<file path="src/rtl/dpbp_pkg.sv">
// Package for the depth pixel back-projection block: widths, reset values,
// register indexes and the divider payload type. No dependencies.
package dpbp_pkg;

	// field widths
	localparam int PIX_W      = 12;
	localparam int REG_W      = 20;
	localparam int DEPTH_W    = 20;
	localparam int FRAC_SHIFT = 8;
	localparam int OFF_W      = PIX_W + FRAC_SHIFT + 1;
	localparam int PROD_W     = OFF_W + DEPTH_W;
	localparam int MAG_W      = PROD_W - 1;
	localparam int QUO_W      = 24;
	localparam int HI_W       = MAG_W - QUO_W;
	localparam int OUT_W      = 24;
	localparam int CFG_IDX_W  = 8;

	// stream widths, padded to whole bytes
	localparam int S_DATA_W   = ((2 * PIX_W + DEPTH_W + 7) / 8) * 8;
	localparam int M_DATA_W   = ((2 * OUT_W + DEPTH_W + 7) / 8) * 8;

	// divider: quotient bits resolved per stage
	localparam int DIV_BITS   = 4;

	// register reset values
	localparam logic [REG_W-1:0] FOCAL_X_RST  = REG_W'(256000);
	localparam logic [REG_W-1:0] FOCAL_Y_RST  = REG_W'(256000);
	localparam logic [REG_W-1:0] CENTER_X_RST = REG_W'(163840);
	localparam logic [REG_W-1:0] CENTER_Y_RST = REG_W'(122880);

	// saturation limits
	localparam logic [OUT_W-1:0] OUT_POS_MAX = {1'b0, {(OUT_W-1){1'b1}}};
	localparam logic [OUT_W-1:0] OUT_NEG_MIN = {1'b1, {(OUT_W-1){1'b0}}};

	typedef enum logic [CFG_IDX_W-1:0] {
		REG_FOCAL_X  = 8'd0,
		REG_FOCAL_Y  = 8'd1,
		REG_CENTER_X = 8'd2,
		REG_CENTER_Y = 8'd3
	} reg_idx_t;

	// one axis in flight through the divider
	typedef struct packed {
		logic             neg;   // numerator negative
		logic             ovf;   // quotient magnitude at least 2**QUO_W
		logic [REG_W-1:0] rem;   // partial remainder
		logic [QUO_W-1:0] dvd;   // dividend bits not yet consumed, MSB first
		logic [QUO_W-1:0] quo;   // quotient bits so far
	} div_t;

endpackage

</file>
<file path="src/rtl/dpbp_div_stage.sv">
// One registered stage of the restoring divider: BITS quotient bits per stage.
// Uses dpbp_pkg::div_t.
module dpbp_div_stage #(
	parameter int BITS = dpbp_pkg::DIV_BITS
) (
	input  logic                       clk,
	input  logic                       en,
	input  logic [dpbp_pkg::REG_W-1:0] focal,
	input  dpbp_pkg::div_t             d_in,
	output dpbp_pkg::div_t             d_out
);

	dpbp_pkg::div_t d_nxt;

	// shift in one dividend bit, subtract the divisor when it fits;
	// a zero divisor never fits, so a zero numerator keeps a zero quotient
	always_comb begin
		logic [dpbp_pkg::REG_W:0] trial;
		logic                     ge;
		d_nxt = d_in;
		for (int i = 0; i < BITS; i++) begin
			trial = {d_nxt.rem, d_nxt.dvd[dpbp_pkg::QUO_W-1]};
			ge = (focal != '0) && (trial >= {1'b0, focal});
			trial = ge ? (trial - {1'b0, focal}) : trial;
			d_nxt.rem = trial[dpbp_pkg::REG_W-1:0];
			d_nxt.dvd = {d_nxt.dvd[dpbp_pkg::QUO_W-2:0], 1'b0};
			d_nxt.quo = {d_nxt.quo[dpbp_pkg::QUO_W-2:0], ge};
		end
	end

	always_ff @(posedge clk) begin
		if (en) begin
			d_out <= d_nxt;
		end
	end

endmodule

</file>
<file path="config.mk">
export PLATFORM = sky130hd
export DESIGN_NAME = dpbp_div_stage
export DESIGN_NICKNAME = d
export VERILOG_FILES = /design/src/rtl/dpbp_pkg.sv /design/src/rtl/dpbp_div_stage.sv
export SDC_FILE = /design/constraint.sdc
export NUM_CORES = 1
export LEC_CHECK = 0
export BUFFER_PORTS_ARGS = -buffer_cell sky130_fd_sc_hd__buf_2
export CELL_PAD_IN_SITES_DETAIL_PLACEMENT = 0
export CELL_PAD_IN_SITES_GLOBAL_PLACEMENT = 1
export CORE_UTILIZATION = 30
export CTS_CLUSTER_SIZE = 10
export DETAILED_ROUTE_END_ITERATION = 6
export HOLD_SLACK_MARGIN = 0.06
export PLACE_DENSITY_LB_ADDON = 0.1
export SLEW_MARGIN = 20
export SYNTH_ARGS = -nofsm -noshare
export SYNTH_HDL_FRONTEND = slang
export SYNTH_SLANG_ARGS = --single-unit
</file>
<file path="constraint.sdc">
create_clock -name clk -period 11.69 [get_ports clk]
set_input_delay 2.338 -clock clk [delete_from_list [all_inputs] [get_ports clk]]
set_output_delay 2.338 -clock clk [all_outputs]
set_load 0.005 [all_outputs]
</file>
# Word level (Yosys, flattened, before mapping)
# Index checks and enable logic that the tools add are counted.
[classes]
n_addsub = 4
n_lt_le_gt_ge = 4
n_mux = 4
reduce_logical = 5
[op_table]
columns = ["operator", "n"]
rows = [
  ["$ge A21 B20 Y1", 4],
  ["$mux W20", 4],
  ["$sub A20 B20 Y20", 4],
  ["$reduce_bool A20 Y1", 1],
  ["$logic_and A1 B1 Y1", 4],
]
[word_totals]
reg_bits = 66
output_inout_bits = 70
word_cells = 22

# Longest topological paths before layout
[logic_depth]
ltp_word = 12
ltp_mapped = 45
ltp_nobuf = 42

# Least setup slack after synthesis
# Ideal clock, no wire load.
[synth_timing]
kind = "input-to-reg"
start = "input port focal[18] (netlist bit)"
end = "register d_out[49] (netlist bit) (data pin)"
t_arrival_ps = 11878
required_ps = 11430
setup_slack_ps = -449
cell_stages = 44
path_buffers = 5
cell_sequence = "inv_1 -> ha_1 -> a21o_1 -> a211o_1 -> or4_4 -> a211oi_4 -> or3_1 -> buf_6 -> inv_8 -> buf_12 -> mux2_4 -> ha_1 -> a21oi_1 -> o2111ai_1 -> a311oi_1 -> nor2_1 -> o32ai_1 -> o2111a_1 -> [8 not listed] -> o21ai_0 -> o21ai_0 -> a41oi_2 -> o21ai_2 -> buf_6 -> mux2_4 -> ha_1 -> a21o_1 -> a21oi_1 -> o21ai_0 -> or3_1 -> a31o_2 -> a2111oi_0 -> o21ai_0 -> a221oi_2 -> a311oi_4 -> buf_6 -> mux2_4"
[synth_lines]
columns = ["item", "line_no", "text"]
rows = [
  ["start: declaration", "dpbp_div_stage.sv:8", "input logic [dpbp_pkg::REG_W-1:0] focal,"],
  ["end signal: assignment", "dpbp_div_stage.sv:33", "d_out <= d_nxt;"],
  ["end: declaration", "dpbp_div_stage.sv:10", "output dpbp_pkg::div_t d_out"],
]

==> impl_metrics.sql <==
INSERT INTO impl_metrics (metric_group, metric, value, unit) VALUES
('global_routing', 'first_global_vias', '7619', ''),
('finish', 'num-nets-final', '1409', ''),
('drt', 'wirelength', '25.1', 'mm'),
('place', 'post-place-cells', '1488', ''),
('yosys', 'post_synth_main_area_contributors', 'edfxtp_1 (28%), ha_1 (14%), mux2_4 (7.9%)', ''),
('yosys', 'ys_types', '69', ''),
('global_routing', 'gr-usage-met3', '1.75', '%'),
('finish', 'largest_register_ffs', '66', ''),
('sta', 'post-route-min-period', '11.98', 'ns'),
('min_path', 'hold_path.class', 'input port to flop', ''),
('floorplan', 'fp.dieH', '156', 'microns'),
('finish', 'n_antenna_cell', '0', ''),
('clock_tree', 'clock_sinks', '66', ''),
('yosys', 'synth-seq-area-share', '28.0', '%'),
('yosys', 'synth_area_leader_cell', 'edfxtp_1', ''),
('finish', 'stdcell_count', '1551', ''),
('floorplan', 'pin_count', '162', ''),
('setup_path', 'critPathTopFamily', 'buffers and inverters', ''),
('setup_path', 'cpPeakStageDelay', '0.53', 'ns'),
('floorplan', 'start_util', '30.9', '%'),
('sta', 'slew-limit-headroom', '44.0', '%'),
('drt', 'drt_pre_antenna_iters', '4', ''),
('clock_tree', 'cts_buffers', '9', ''),
('yosys', 'post_synth_most_frequent_cells', 'a21oi_1 (83), ha_1 (80), edfxtp_1 (66), inv_1 (45), xnor2_1 (45)', ''),
('sta', 'setup_slack', '-0.292', 'ns'),
('floorplan', 'die_x', '156', 'microns'),
('global_routing', 'first_pass_grt_wire_length', '38.5', 'mm'),
('yosys', 'post_synth_inst_count', '723', ''),
('global_routing', 'global_route.usage.met2', '37.5', '%'),
('power', 'fin_total_pwr', '4.21', 'mW'),
('yosys', 'netlist_area_before_placement', '0.00707', 'sq mm'),
('global_routing', 'grt_busiest_layer', 'met2', ''),
('drt', 'vias_per_cell', '4.78', ''),
('place', 'dp_hpwl', '20.6', 'mm'),
('finish', 'largest_registers', 'd_out x66', ''),
('place', 'gpl.final_weighted_congestion', '0.852', ''),
('sta', 'hold_violations', '0', ''),
('sta', 'rsz_0062_raised_after_global_routing', 'yes', ''),
('sta', 'timing.final.setup_violations', '20', ''),
('place', 'detailedPlace.worstSlack', '-0.999', 'ns'),
('yosys', 'synth_edf_count', '66', ''),
('clock_tree', 'cts.reportedPaths.clkPinSlew', '0.06', 'ns'),
('clock_tree', 'maximum_buffer_depth_of_the_clock_tree', '2', ''),
('yosys', 'synth_seq_cells', '66', ''),
('floorplan', 'area_of_the_die', '0.0242', 'sq mm'),
('setup_path', 'count_of_buffering_cells_on_the_critical_path_with_inverters_included', '29', ''),
('drt', 'route.vias.total', '7408', ''),
('yosys', 'ys.flop_type', 'edfxtp_1', ''),
('job', 'maxCapViolations', '0', ''),
('clock_tree', 'cts_tree', 'built', ''),
('global_routing', 'met1_usage', '24.7', '%'),
('setup_path', 'crit_type', 'input port to flop', ''),
('outcome', 'failed_checks', 'negative setup slack', ''),
('finish', 'drive_gt1_share', '55.8', '%'),
('global_routing', 'grt_antenna_before_repair', '0', ''),
('global_routing', 'grt_overflow_total', '0', ''),
('setup_path', 'end_kind', 'flop', ''),
('yosys', 'synthMostInstantiatedCell', 'a21oi_1', ''),
('finish', 'max_flop_register', 'd_out', ''),
('drt', 'drc', '0', ''),
('outcome', 'run_status', 'complete, but fails checks', ''),
('drt', 'detailedRoute.firstIterationViolations', '227', ''),
('floorplan', 'core-area', '0.0228', 'sq mm'),
('sta', 'max_slew.worst_pin.slew', '0.840', 'ns'),
('yosys', 'synth.top_cell.area_share', '28.0', '%'),
('drt', 'final_antenna_net_count', '0', ''),
('setup_path', 'start_kind', 'input port', ''),
('power', 'power.static_leakage', '5.61', 'nW'),
('sta', 'finalCritPeriodShare', '102', '%'),
('setup_path', 'critPathMostFrequentCell', 'buf_4', ''),
('yosys', 'synth-async-reset-ratio', '0', '%');
routing by layer:
layer	vias to the layer above	part of all wire [%]
met3	36	3.4
met5	-	0
li1	3756	-
met1	3426	44
met2	190	50
met4	0	2.9
timing repair:
item                                    CTS  global route
endpoints found under the setup margin   21            21
pin swaps                                26            50
setup buffers                            30            18
resized for setup                        56            83
gates cloned                              1             1
cell type report:
| type | instances | area, sq um | area share (%) |
|---|---|---|---|
| Timing Repair Buffer | 510 | 3610 | 30.4 |
| Tap cell | 313 | 392 | 3.30 |
| Clock inverter | 7 | 100 | 0.843 |
| Clock buffer | 9 | 225 | 1.90 |
| Sequential cell | 66 | 1980 | 16.7 |
| Multi-Input combinational cell | 600 | 5390 | 45.3 |
| Inverter | 46 | 190 | 1.60 |
placed cells by master (no fill, tap or decap), types with 31 or more instances in the layout:
master	instances
xnor2_1	44
edfxtp_1	66
buf_4	343
inv_1	37
nor2_1	33
nand2_1	31
a21oi_1	62
buf_2	146
ha_1	56
mux2_4	40
kinds of logic after synthesis:
kind of cell / count (synthesis) / synth area share (%)
AOI/OAI and AO/OA: 230 / 21.3
and+or+nand+nor: 157 / 11.3
adders and majority gates: 84 / 15.3
DFF: 66 / 28.0
xor gates and xnor gates: 63 / 7.81
muxes: 62 / 11.7
buffers and inverters: 60 / 4.44
other: 1 / 0.0530
worst paths after layout:
check / startpoint / end / slack (ns) / depth (start not counted)
worst max-delay path: focal[14] / d_out[67]$_DFFE_PP_ / -0.29 / 56
worst min-delay path: d_in[32] / d_out[36]$_DFFE_PP_ / 2.18 / 1
where the power goes:
part,switching (mW),internal (mW)
Combinational,1.42,2.09
Sequential,0.0101,0.397
Clock,0.102,0.188
metrics by stage:
stage / setup TNS [ns] / hold slack [ns] / util (%) / instance area [sq um]
2_1_floorplan: 0 / 2.44 / - / 7140
3_3_place_gp: -18.28 / 2.52 / 46.1 / 10500
3_5_place_dp: -20.00 / 2.52 / 46.1 / 10500
4_1_cts: -5.12 / 2.17 / 49.6 / 11300
5_1_grt: -11.08 / 2.17 / 52.0 / 11900
6_report: -4.97 / 2.18 / 52.0 / 11900
(Power assumes the default switching activity.)
