### src/rtl/dpbp_pkg.sv
// Package for the depth pixel back-projection block: widths, reset values,
// register indexes and the divider payload type. No dependencies.
package dpbp_pkg;

	// field widths
	localparam int PIX_W      = 12;
	localparam int REG_W      = 20;
	localparam int DEPTH_W    = 20;
	localparam int FRAC_SHIFT = 8;
	localparam int OFF_W      = PIX_W + FRAC_SHIFT + 1;
	localparam int PROD_W     = OFF_W + DEPTH_W;
	localparam int MAG_W      = PROD_W - 1;
	localparam int QUO_W      = 24;
	localparam int HI_W       = MAG_W - QUO_W;
	localparam int OUT_W      = 24;
	localparam int CFG_IDX_W  = 8;

	// stream widths, padded to whole bytes
	localparam int S_DATA_W   = ((2 * PIX_W + DEPTH_W + 7) / 8) * 8;
	localparam int M_DATA_W   = ((2 * OUT_W + DEPTH_W + 7) / 8) * 8;

	// divider: quotient bits resolved per stage
	localparam int DIV_BITS   = 4;

	// register reset values
	localparam logic [REG_W-1:0] FOCAL_X_RST  = REG_W'(256000);
	localparam logic [REG_W-1:0] FOCAL_Y_RST  = REG_W'(256000);
	localparam logic [REG_W-1:0] CENTER_X_RST = REG_W'(163840);
	localparam logic [REG_W-1:0] CENTER_Y_RST = REG_W'(122880);

	// saturation limits
	localparam logic [OUT_W-1:0] OUT_POS_MAX = {1'b0, {(OUT_W-1){1'b1}}};
	localparam logic [OUT_W-1:0] OUT_NEG_MIN = {1'b1, {(OUT_W-1){1'b0}}};

	typedef enum logic [CFG_IDX_W-1:0] {
		REG_FOCAL_X  = 8'd0,
		REG_FOCAL_Y  = 8'd1,
		REG_CENTER_X = 8'd2,
		REG_CENTER_Y = 8'd3
	} reg_idx_t;

	// one axis in flight through the divider
	typedef struct packed {
		logic             neg;   // numerator negative
		logic             ovf;   // quotient magnitude at least 2**QUO_W
		logic [REG_W-1:0] rem;   // partial remainder
		logic [QUO_W-1:0] dvd;   // dividend bits not yet consumed, MSB first
		logic [QUO_W-1:0] quo;   // quotient bits so far
	} div_t;

endpackage

### src/rtl/dpbp_axis_prep.sv
// One axis front end: offset from the principal point, product with depth,
// then magnitude, sign and overflow check. Uses dpbp_pkg.
module dpbp_axis_prep (
	input  logic                         clk,
	input  logic                         en_s1,
	input  logic                         en_s2,
	input  logic                         en_s3,
	input  logic [dpbp_pkg::PIX_W-1:0]   pix,
	input  logic [dpbp_pkg::REG_W-1:0]   center,
	input  logic [dpbp_pkg::DEPTH_W-1:0] depth_s1,
	input  logic [dpbp_pkg::REG_W-1:0]   focal,
	output dpbp_pkg::div_t               div_s3
);

	logic signed [dpbp_pkg::OFF_W-1:0]    off_s1;
	logic signed [dpbp_pkg::PROD_W-1:0]   prod_s2;
	logic signed [dpbp_pkg::PROD_W:0]     prod_full;
	logic        [dpbp_pkg::PROD_W-1:0]   prod_neg;
	logic        [dpbp_pkg::MAG_W-1:0]    mag;
	logic        [dpbp_pkg::HI_W-1:0]     mag_hi;
	logic                                 ovf;

	// stage 1: signed Q.8 offset
	always_ff @(posedge clk) begin
		if (en_s1) begin
			off_s1 <= $signed({1'b0, pix, {dpbp_pkg::FRAC_SHIFT{1'b0}}})
				- $signed({1'b0, center});
		end
	end

	// stage 2: numerator, signed Q.8
	always_comb begin
		prod_full = off_s1 * $signed({1'b0, depth_s1});
	end

	always_ff @(posedge clk) begin
		if (en_s2) begin
			prod_s2 <= prod_full[dpbp_pkg::PROD_W-1:0];
		end
	end

	// stage 3: magnitude; quotient overflows when the top bits reach the divisor
	always_comb begin
		prod_neg = dpbp_pkg::PROD_W'(-prod_s2);
		mag = prod_s2[dpbp_pkg::PROD_W-1] ? prod_neg[dpbp_pkg::MAG_W-1:0]
			: prod_s2[dpbp_pkg::MAG_W-1:0];
		mag_hi = mag[dpbp_pkg::MAG_W-1:dpbp_pkg::QUO_W];
		ovf = ({{(dpbp_pkg::REG_W-dpbp_pkg::HI_W){1'b0}}, mag_hi} >= focal)
			&& (mag != '0);
	end

	always_ff @(posedge clk) begin
		if (en_s3) begin
			div_s3.neg <= prod_s2[dpbp_pkg::PROD_W-1];
			div_s3.ovf <= ovf;
			div_s3.rem <= {{(dpbp_pkg::REG_W-dpbp_pkg::HI_W){1'b0}}, mag_hi};
			div_s3.dvd <= mag[dpbp_pkg::QUO_W-1:0];
			div_s3.quo <= '0;
		end
	end

endmodule

### config.mk
export PLATFORM = sky130hd
export DESIGN_NAME = dpbp_axis_prep
export DESIGN_NICKNAME = d
export VERILOG_FILES = /design/src/rtl/dpbp_pkg.sv /design/src/rtl/dpbp_axis_prep.sv
export SDC_FILE = /design/constraint.sdc
export NUM_CORES = 1
export LEC_CHECK = 0
export ABC_AREA = 1
export ABC_CLOCK_PERIOD_IN_PS = 8200
export BUFFER_PORTS_ARGS = -buffer_cell sky130_fd_sc_hd__clkbuf_2
export CORE_MARGIN = 1
export CORE_UTILIZATION = 47
export DETAILED_ROUTE_END_ITERATION = 7
export GPL_TIMING_DRIVEN = 0
export SLEW_MARGIN = 5
export SYNTH_ARGS = -nofsm -noshare
export SYNTH_HDL_FRONTEND = slang
export SYNTH_SLANG_ARGS = --single-unit
### constraint.sdc
create_clock -name clk -period 8.2 [get_ports clk]
set_clock_uncertainty 0.2 [all_clocks]
set_input_delay 0.41 -clock clk [delete_from_list [all_inputs] [get_ports clk]]
set_output_delay 0.41 -clock clk [all_outputs]
set_load 0.05 [all_outputs]
After elaboration in Yosys (flattened, before gate mapping). Index checks and enable logic that the tools add are counted.

$add $sub $neg: 2. Mux-type cells: 1. Reductions and logical operators: 2. $lt $le $gt $ge: 1. Multipliers: 1.

Operator list (number): multiplier 21 x 21 -> 41 bit (1); two-way mux 40 bit (1); negator 40 bit (1); nonzero test 40 bit (1); subtractor 20 x 20 -> 21 bit (1); greater-or-equal comparator 16 x 20 -> 1 bit (1); logical AND 1 bit (1).

Output and inout bits: 70. Flip-flop bits (word level): 104.

Logic depth before layout (Yosys ltp).
Depth after elaboration: 4. Depth in mapped cells: 29. Depth with buffers taken out: 28.

Least setup slack after synthesis. OpenSTA, ideal clock, no wires.

Path kind: input to register. From: input depth_s1[5] in the netlist's numbering. To: register prod_s2[38] in the netlist's numbering, data pin. Cell stages on the path: 22. Required time: 7.734 ns. Path buffers: 1. Slack: 1.363 ns. Arrival time: 6.371 ns. Path through: clkbuf_1 -> nand2_1 -> fa_1 -> fa_1 -> inv_1 -> fa_1 -> inv_1 -> fa_1 -> inv_1 -> fa_1 -> fa_1 -> fa_1 -> ha_1 -> nand2_1 -> nor2_1 -> inv_1 -> nor2_1 -> and3_1 -> nand3_1 -> nand3_1 -> a21boi_0 -> xor2_1.

Longest elaborated chain between the ends: 1.

Ends and longest elaborated chain: from (decl) (line dpbp_axis_prep.sv:10) `input logic [dpbp_pkg::DEPTH_W-1:0] depth_s1,`; multiplier 21 x 21 -> 41 bit (line dpbp_axis_prep.sv:33) `prod_full = off_s1 * $signed({1'b0, depth_s1});`; named net prod_full (one bit) (line dpbp_axis_prep.sv:17) `logic signed [dpbp_pkg::PROD_W:0] prod_full;`; to (signal assigned) (line dpbp_axis_prep.sv:38) `prod_s2 <= prod_full[dpbp_pkg::PROD_W-1:0];`; to (decl) (line dpbp_axis_prep.sv:16) `logic signed [dpbp_pkg::PROD_W-1:0] prod_s2;`.

The timed path passes the listed nets, and every way through them passes these cells. A chain may end at the register's enable or synchronous reset.

Worst setup path after layout.
From: register off_s1[20] in the netlist's numbering. To: register prod_s2[40] in the netlist's numbering, data pin.

Longest elaborated chain between the ends: 1.

Ends and longest elaborated chain: from (decl) (line dpbp_axis_prep.sv:15) `logic signed [dpbp_pkg::OFF_W-1:0] off_s1;`; from (signal assigned) (line dpbp_axis_prep.sv:26) `off_s1 <= $signed({1'b0, pix, {dpbp_pkg::FRAC_SHIFT{1'b0}}})`; multiplier 21 x 21 -> 41 bit (line dpbp_axis_prep.sv:33); named net prod_full (one bit) (line dpbp_axis_prep.sv:17).

The timed path passes the listed nets, and every way through them passes these cells.

==> impl.org <==
** Synthesis
- After synthesis the netlist holds a flip-flop and latch count of 104.
- Cells after Synth :: about 2800
- Top cell type's share of synthesized area :: 0.381
- Area leader, netlist :: sky130_fd_sc_hd__fa_1
- Post-synth EDFFs :: 104
- The average instance in the mapped netlist occupies approximately 8.0 sq um.
- Unique masters post-synth :: 45
- Number of synthesis warnings :: 0
- For this run, the register share of the synthesized area comes to 0.138.
- Leading post-synthesis cells by cell area :: sky130_fd_sc_hd__fa_1 38%, sky130_fd_sc_hd__edfxtp_1 14%, sky130_fd_sc_hd__inv_1 14%, sky130_fd_sc_hd__nand2_1 12%, sky130_fd_sc_hd__ha_1 7.7%
- Among all flip-flop cells after synthesis, the most frequent one is sky130_fd_sc_hd__edfxtp_1.
- Synthesized area :: around 23000 sq um
- Fraction of synthesis flops using an asynchronous set or reset pin :: 0

** Global route
- The via count of the first global-routing pass was around 19000.
- The number of antenna violations at the first check in global routing was 0.
- The first global-routing pass estimated a little over 100000 microns of wire.
- Maximum number of pins on one net before global-route repair :: 43
- Summed over all layers, the global routing overflow is 0.
- In the global route stage, overall resource usage came out at 0.271.

** Timing
- Hold Violations, Final :: 0
- In this run the tightest slew margin relative to its limit is 0.316.
- The final-report max-slew violation count came to 0.
- Post-route clock period utilization :: 0.960
- Based on the critical path, the design can be clocked at up to between 0.1 and 0.15 GHz.
- Unrepaired setup endpoints after global routing :: false
- Final setup vio count :: 0
- For the pin with the worst max-slew slack, the measured transition is approximately 1.0 ns.
- Adding up every negative setup slack in the final design gives 0 ns.
- Time the final worst path needs with I/O delays and setup :: around 8 ns

** Worst setup path
- Capturing element type of the critical path :: register
- Critical setup path kind :: reg -> reg
- The worst setup path is launched from a register.
- In this design, the largest share of critical-path delay is due to adder cells.
- For this design, the slowest cell found on the critical path is sky130_fd_sc_hd__fa_1.
- Peak per-stage delay on the critical path :: 0.93 ns
- STA puts the critical path data required time at ~8 ns.
- Counting both buffers and inverters, the worst setup path holds a total of 5.
- Data arrival time of the critical path :: around 7.8 ns
- Of all nets on the critical path, the largest fanout is 10.
- List of cells traversed by the critical path :: clkbuf_1 -> nand2_1 -> fa_1 -> inv_1 -> fa_1 -> inv_1 -> fa_1 -> fa_1 -> fa_1 -> fa_1 -> fa_1 -> inv_1 -> ha_1 -> nand2_1 -> nor2_1 -> inv_1 -> nor4_1 -> nand3_1 -> nand3_1 -> xor2_1
- The cell that appears most often on the critical path is sky130_fd_sc_hd__fa_1.

** Layout
- Leaving out fill and tap cells, the most frequent cells in the layout are 831 x sky130_fd_sc_hd__inv_1, 715 x sky130_fd_sc_hd__nand2_1, 430 x sky130_fd_sc_hd__fa_1, 140 x sky130_fd_sc_hd__ha_1, 132 x sky130_fd_sc_hd__nor2_1.
- The number of antenna diodes in the final layout is 0.
- From synthesis to final layout, the design area changed by 7.89%.
- Filler cell count in the final layout :: around 4700
- Of the cells placed in the final design, the portion with a size suffix greater than 1 is 0.0647.
- The library cell used most frequently in the layout, excluding fill and tap cells, is sky130_fd_sc_hd__inv_1.
- Nets :: ~3600

** Clock network
- CTS clock-pin slew for the worst setup and hold paths :: approximately 0.07 ns
- Largest buffer count on any clock path :: 2
- The tree is rooted in a sky130_fd_sc_hd__clkbuf_16.
- Clock buffer count from CTS :: 9
- Worst-skew pair later-pin latency :: around 0.40 ns
- Total number of H-tree levels :: 3
- For this design, the sink count on the clock tree is between 100 and 150.
- TritonCTS built the clock tree.

** Route
- Number of vias after detailed routing :: 17711
- Final routed wire length divided by cell count :: 17.2 microns
- Wire length after detailed routing :: a little over 60000 microns
- After detailed routing, the number of remaining DRC violations is 0.
- Dividing the detail-routed via count by the number of cells gives between 4 and 5.
- The detailed router finished its first iteration with between 1000 and 1500 violations.
- Detailed-router iteration count before antenna repair :: 7
- Remaining antenna violation count :: 0

** Hold path
- Worst min-delay path category :: in -> reg

** Placement
- Post-DP HPWL :: ~54000 microns
- # port buffers :: roughly 120
- The congestion estimate from routability-driven global placement came to ~0.91.

** Die
- From left edge to right edge, the die measures around 220 microns.
- I/O Pins :: 146
- Die outline area :: a little under 50000 sq um
- Initial core utilization :: 0.475
- The region available for standard cell placement spans 47600 sq um.
- The die is approximately 220 microns tall.
- # rows :: 80

** Outcome
- Outcome :: completed

** Run
- The tool flagged a number of max-cap violations equal to 0.
## flip-flops by register name, summed over array words and instances, names as in the netlist
signal	flops
prod_s2	41
off_s1	21
div_s3	42
## what timing repair did
action / CTS / global route
hold buffers: 0 / 0
buffers inserted: 0 / 0
resized for setup: 0 / 1
endpoints found under the setup margin: 0 / 5
## worst reg2reg max path: cells and delay by family (launching register included)
family	cells	cell delay, ns
fa+ha+maj	8	4.64
simple gates	6	1.22
buf+inv	5	1.10
flops	1	0.36
xor+xnor	1	0.09
## worst paths after layout
path	from	end	slack, ns	depth (start not counted)
worst max-delay path	off_s1[20]	prod_s2[40]	0.33	20
worst min-delay path	center[0]	off_s1[0]	0.04	1
worst max register to register	off_s1[20]	prod_s2[40]	0.33	20
worst min register to register	prod_s2[0]	div_s3[24]	0.34	0
## synth_stat cells (all sizes together) (13+ instances only)
master,instances
a21oi,52
buf,37
clkbuf,82
edfxtp,104
fa,431
ha,140
inv,832
nand2,723
nand3,69
nand3b,13
nand4,16
nor2,147
nor3,16
o21ai,40
xnor2,25
xor2,46
## stage by stage
step	area [sq um]	utilization	std cells	hold slack [ns]	worst slack [ns]
4_1_cts	24400	0.512	3599	0.0226	0.0516
3_5_place_dp	24100	0.505	3583	0.316	-0.0300
2_1_floorplan	22700	-	2851	0.262	1.36
6_report	24400	0.512	3599	0.0418	0.328
5_1_grt	24400	0.512	3599	0.0395	0.00839
3_3_place_gp	24100	0.505	3583	0.305	0.0325
## layout make-up
class	instances	area, sq um	share of cell area
tap	615	769	0.0315
inverter	832	3120	0.128
clock buffer	9	225	0.00923
sequential	104	3120	0.128
buffer	119	557	0.0228
timing repair buffer	117	586	0.0240
clock inverter	7	101	0.00415
multi-input combinational	1796	15900	0.652
## metal layers
layer	up-vias	GRT usage	wire length (microns)
met4	0	0.0889	1890
met5	-	0	0
met2	492	0.466	29800
met3	89	0.0377	3700
met1	8740	0.352	26500
li1	8390	-	-
## cells by family after synthesis
family,count (synthesis),synth area share
adder cells (fa/ha/maj),571,0.459
flip-flops,104,0.138
AO/OA/AOI/OAI,133,0.0340
XOR/XNOR,71,0.0275
buffers and inverters,951,0.163
AND/OR/NAND/NOR,993,0.179
other,1,0.000166
Power is left out: the tool's default activity adds up to more than one toggle a clock period on the data nets, which glitch-free logic cannot reach.
